File: config.mk
export PLATFORM = sky130hd
export DESIGN_NAME = blwo_phase
export DESIGN_NICKNAME = d
export VERILOG_FILES = /design/src/hdl/band_limited_wavetable_oscillator_assert.svh /design/src/hdl/blwo_pkg.sv /design/src/hdl/blwo_phase.sv
export SDC_FILE = /design/constraint.sdc
export NUM_CORES = 1
export LEC_CHECK = 0
export BUFFER_PORTS_ARGS = -buffer_cell sky130_fd_sc_hd__buf_2
export CELL_PAD_IN_SITES_DETAIL_PLACEMENT = 1
export CELL_PAD_IN_SITES_GLOBAL_PLACEMENT = 1
export CORE_ASPECT_RATIO = 1.1
export CORE_MARGIN = 1.5
export CORE_UTILIZATION = 30
export CTS_CLUSTER_SIZE = 30
export DETAILED_ROUTE_END_ITERATION = 12
export PLACE_DENSITY_LB_ADDON = 0.1
export SLEW_MARGIN = 20
export SYNTH_ARGS = -nofsm -noshare
export SYNTH_HDL_FRONTEND = slang
export SYNTH_SLANG_ARGS = --single-unit
File: constraint.sdc
create_clock -name clock -period 5.95 [get_ports clock]
set_input_delay 0.595 -clock clock [delete_from_list [all_inputs] [get_ports clock]]
set_output_delay 0.595 -clock clock [all_outputs]
set_load 0.005 [all_outputs]
File: src/hdl/band_limited_wavetable_oscillator_assert.svh
// Assertion macros for the wavetable oscillator.
// Used by modules that check their own sequencing; no other dependencies.
`ifndef BAND_LIMITED_WAVETABLE_OSCILLATOR_ASSERT_SVH
`define BAND_LIMITED_WAVETABLE_OSCILLATOR_ASSERT_SVH

// same-cycle implication
`define BLWO_ASSERT_IMP(lbl, clk, rst, ante, cons, msg) \
   lbl: assert property (@(posedge clk) disable iff (rst) (ante) |-> (cons)) \
      else $error(msg);

// next-cycle implication
`define BLWO_ASSERT_NEXT(lbl, clk, rst, ante, cons, msg) \
   lbl: assert property (@(posedge clk) disable iff (rst) (ante) |=> (cons)) \
      else $error(msg);

`endif

File: src/hdl/blwo_pkg.sv
// Shared types and constants for the wavetable oscillator.
// No dependencies; imported by the phase, interpolator and top modules.
package blwo_pkg;

   localparam logic [1:0] MODE_LOAD_SAMPLE = 2'd0;
   localparam logic [1:0] MODE_LOAD_LIMIT  = 2'd1;
   localparam logic [1:0] MODE_GENERATE    = 2'd2;

   localparam int FRAC_BITS = 20;
   localparam int USED_W    = 7;   // holds a band count up to 64

   typedef struct packed {
      logic        [1:0]  mode;
      logic        [4:0]  band;
      logic        [11:0] sample_address;
      logic signed [15:0] sample_value;
      logic        [31:0] band_limit;
      logic        [2:0]  voice;
      logic        [31:0] voice_increment;
      logic        [31:0] base_increment;
   } req_type;

   typedef struct packed {
      logic signed [15:0] sample_out;
      logic        [2:0]  voice_out;
   } rsp_type;

   typedef struct packed {
      logic               start;
      logic signed [15:0] s0;
      logic signed [15:0] s1;
      logic        [15:0] frac;
   } interp_in_type;

   typedef struct packed {
      logic               valid;
      logic signed [15:0] sample;
   } interp_res_type;

endpackage

File: src/hdl/blwo_phase.sv
// Per-voice phase RAM with read-modify-write advance modulo the table length.
// Uses blwo_pkg for the fraction width.
module blwo_phase #(
   parameter int  NUM_VOICES = 8,
   parameter int  TABLE_SIZE = 4096,
   localparam int VOICE_AW   = (NUM_VOICES > 1) ? $clog2(NUM_VOICES) : 1,
   localparam int PHASE_W    = ($clog2(TABLE_SIZE) + blwo_pkg::FRAC_BITS < 32)
                               ? $clog2(TABLE_SIZE) + blwo_pkg::FRAC_BITS : 32
) (
   input  logic                clock,
   input  logic                reset,
   input  logic                rd_en,
   input  logic [VOICE_AW-1:0] rd_voice,
   input  logic                advance_en,
   input  logic [31:0]         increment,
   output logic [31:0]         phase_q
);
   import blwo_pkg::*;

   logic [PHASE_W-1:0]  phase_mem [NUM_VOICES];
   logic [NUM_VOICES-1:0] written_ff, written_in;
   logic [PHASE_W-1:0]  rd_data_ff;
   logic                rd_written_ff;
   logic [VOICE_AW-1:0] voice_ff;
   logic [32:0]         sum;
   logic [PHASE_W-1:0]  phase_new;

   // an entry never written reads as zero phase
   assign phase_q   = rd_written_ff ? 32'(rd_data_ff) : 32'd0;
   assign sum       = {1'b0, phase_q} + {1'b0, increment};
   assign phase_new = sum[PHASE_W-1:0];

   always_comb begin
      written_in = written_ff;
      if (advance_en) begin
         written_in[voice_ff] = 1'b1;
      end
   end

   always_ff @(posedge clock) begin
      if (reset) begin
         written_ff <= '0;
      end else begin
         written_ff <= written_in;
      end
   end

   always_ff @(posedge clock) begin
      if (rd_en) begin
         rd_data_ff    <= phase_mem[rd_voice];
         rd_written_ff <= written_ff[rd_voice];
         voice_ff      <= rd_voice;
      end
      if (advance_en) begin
         phase_mem[voice_ff] <= phase_new;
      end
   end

endmodule

==> impl_metrics.tcl <==
set metrics [dict create \
    cts_max_level 2 \
    mostFrequentLayoutCells "292 x edfxtp_1, 69 x buf_2, 66 x mux4_2" \
    root_buffer "clkbuf_16" \
    synthCells 712 \
    yosysUniqueCellTypes 52 \
    path_cells "and2_1, ha_1, fa_1, a21o_1, a221o_1, a211oi_4, o221ai_2, a221oi_2, nor4_1, a311oi_1" \
    ff2ff_setup_slack_ns 1.47 \
    start_util_pct 30.46 \
    setup_slack_ns 1.468 \
    num-nets-final 875 \
    post-cts-setup-buffers 0 \
    worstReg2RegEnd "phase_mem[4][28]" \
    dieArea_mm2 0.04420 \
    wl_per_cell_um 24.44 \
    fp.dieW_um 200.6 \
    busiest_layer "met2" \
    mappedNetlistNets 783 \
    hold_depth 2 \
    ys_seq_area_share_pct 69.30 \
    ant_nets 0 \
    use_met2_pct 27.87 \
    overflow 0 \
    first_pass_iters 4 \
    hold_class "in -> reg" \
    die_h_um 220.4 \
    drive_gt1_share_pct 30.17 \
    synth_enable_flop_cells 292 \
    cp_slowest_cell "a311oi_1" \
    period_minus_slack_ns 4.482 \
    worst_ep_required_time_ns 6.14 \
    max_stage_delay_ns 0.79 \
    place_ws_ns 1.540 \
    final_common_cell "edfxtp_1" \
    final_util_pct 35.99 \
    totalWireLength_um 34190 \
    ys.flop_type "edfxtp_1" \
    viasPerCell 4.881 \
    clockBufferDepth 3 \
    max-slew-margin-rel_pct 31.96 \
    cp-start-kind "flop" \
    maxCapViolCount 0 \
    hold_viol_final 0 \
    p_leak_nw 5.261 \
    ctsResizeCount 0 \
    clock.fmax_mhz 223.1 \
    hold_buffers 0 \
    ios 71 \
    min_from "reset" \
    track_usage_pct 16.15 \
    worstSetupPathType "reg -> reg" \
    yosys_warnings 0 \
    crit-reg2reg-launch "rd_written_ff" \
    antenna_found_initial 0 \
    ys_top_cells_by_area "edfxtp_1 68%, mux4_2 12%, ha_1 3.0%, mux2_2 2.9%, and2_1 1.6%" \
    powerDensity_mw_per_mm2 349.9 \
    finalSetupViolCount 0 \
    vias 6829 \
    holdPathEnd "written_ff[4]" \
    clock_latency_ns 0.54 \
    async_flop_share_pct 0 \
    n_antenna_cell 0 \
    synthDominantCellAreaShare_pct 68.05 \
    grt_pass1_vias 7785 \
    rsz0062_at_grt "no" \
    grt_pass1_wl_um 51340 \
    cp_max_fo 17 \
    clk_pin_slew_ns 0.06 \
    placement_rows 79 \
    cts.sinks 300 \
    grt_max_degree 58 \
    yosysTopAreaCell "edfxtp_1" \
    finalMaxSlewViolations 0 \
    min_period_over_period_pct 75.32 \
    core_mm2 0.04231 \
    synth_seq_cells 300 \
    area_growth_pct 18.18 \
    route.detailed.drc 0 \
    power_w 0.005327 \
    arrival_ns 4.67 \
    netlist_area_mm2 0.01288 \
    ir_drop_mv 0.2120 \
    gp_congestion 0.7321 \
    critPathCaptureType "flop" \
    grt_util_met1_pct 20.80 \
    finClkSkew_ns 0.01262 \
    drtIter0Drc 315 \
    io_buffers 70 \
    avgSynthCellArea_um2 18.10 \
    dp_hpwl_um 21070 \
    cts_buffers 37 \
    use_met3_pct 2.445 \
    tightest_slew_ns 1.014 \
    outcome "finished clean" \
    reg2regPathDepth 10 \
    setup_tns_ns 0 \
    cts_tree "yes" \
]
through the flow:
| step | hold WS, ns | area [um^2] | std cells |
|---|---|---|---|
| floorplan | 0.4348 | 12880 | 712 |
| global placement | 0.4478 | 13990 | 1332 |
| detailed placement | 0.4620 | 13990 | 1332 |
| CTS | 0.2986 | 15220 | 1399 |
| global route | 0.3301 | 15230 | 1399 |
| finish | 0.3364 | 15230 | 1399 |
logic make-up (layout without fill, tap and decap cells):
family / Yosys count / in the layout / synth area share [%]
AO/OA/AOI/OAI: 93 / 93 / 5.156
XOR/XNOR: 29 / 29 / 1.971
adder cells (fa/ha/maj): 32 / 32 / 3.166
buffers and inverters: 34 / 154 / 1.049
flip-flops: 300 / 300 / 69.29
multiplexers: 99 / 99 / 14.42
AND/OR/NAND/NOR: 125 / 125 / 4.943
power by group:
group	switching (W)	internal, W
Clock	0.000876	0.00141
Combinational	0.000328	0.000188
Sequential	0.0000240	0.00250
final cells by class:
class / instances / area [um^2]
Fill cell: 4312 / 27080
Inverter: 4 / 15.01
Tap cell: 567 / 709.4
Timing Repair Buffer: 83 / 454.2
Clock inverter: 24 / 246.5
Clock buffer: 43 / 991.0
Multi-Input combinational cell: 378 / 3882
Sequential cell: 300 / 8929
synthesized netlist by cell type, types with 3 or more instances:
cell        n
buf_1       6
o21bai_1    3
o21ai_0    11
mux4_2     66
nor2_1     37
clkbuf_1   18
nor2b_1     3
o31ai_1     4
a211oi_1    3
nand2_1    21
mux2_2     33
a21oi_1    18
buf_2       6
and2_1     33
xor2_1     10
nand2b_1    5
or3_1       3
ha_1       31
nand3_1     5
a21o_1     19
and4_1      3
and3_1      4
dfxtp_1     8
edfxtp_1  292
a221o_1     3
inv_1       4
xnor2_1    19
a31oi_1     8
nor3_1      4
sequential cells by signal, summed over array words and instances, names as in the netlist:
signal         count
voice_ff           3
written_ff         8
phase_mem        256
rd_written_ff      1
rd_data_ff        32
routing by layer:
layer	wire, um	vias up
met5	0	-
met3	1297	51
met2	16960	136
met4	778	0
met1	15160	3572
li1	-	3070
critical path, delay by kind of cell (launching register included):
| kind | cells | cell delay [ns] |
|---|---|---|
| compound gates | 6 | 2.43 |
| flops | 1 | 0.68 |
| fa+ha+maj | 2 | 0.62 |
| simple gates | 2 | 0.39 |
how the worst max path moves through the flow:
stage / startpoint / to / slack [ns] / cells after the start
finish: rd_written_ff / phase_mem[4][28] / 1.47 / 10
floorplan: rd_written_ff / phase_mem[0][28] / 2.48 / 11
global route: rd_written_ff / phase_mem[4][28] / 1.16 / 10
global placement: rd_written_ff / phase_mem[2][28] / 1.73 / 10
CTS: rd_written_ff / phase_mem[4][28] / 1.50 / 10
detailed placement: rd_written_ff / phase_mem[3][28] / 1.54 / 10
Power figures use the tool's default switching activity.
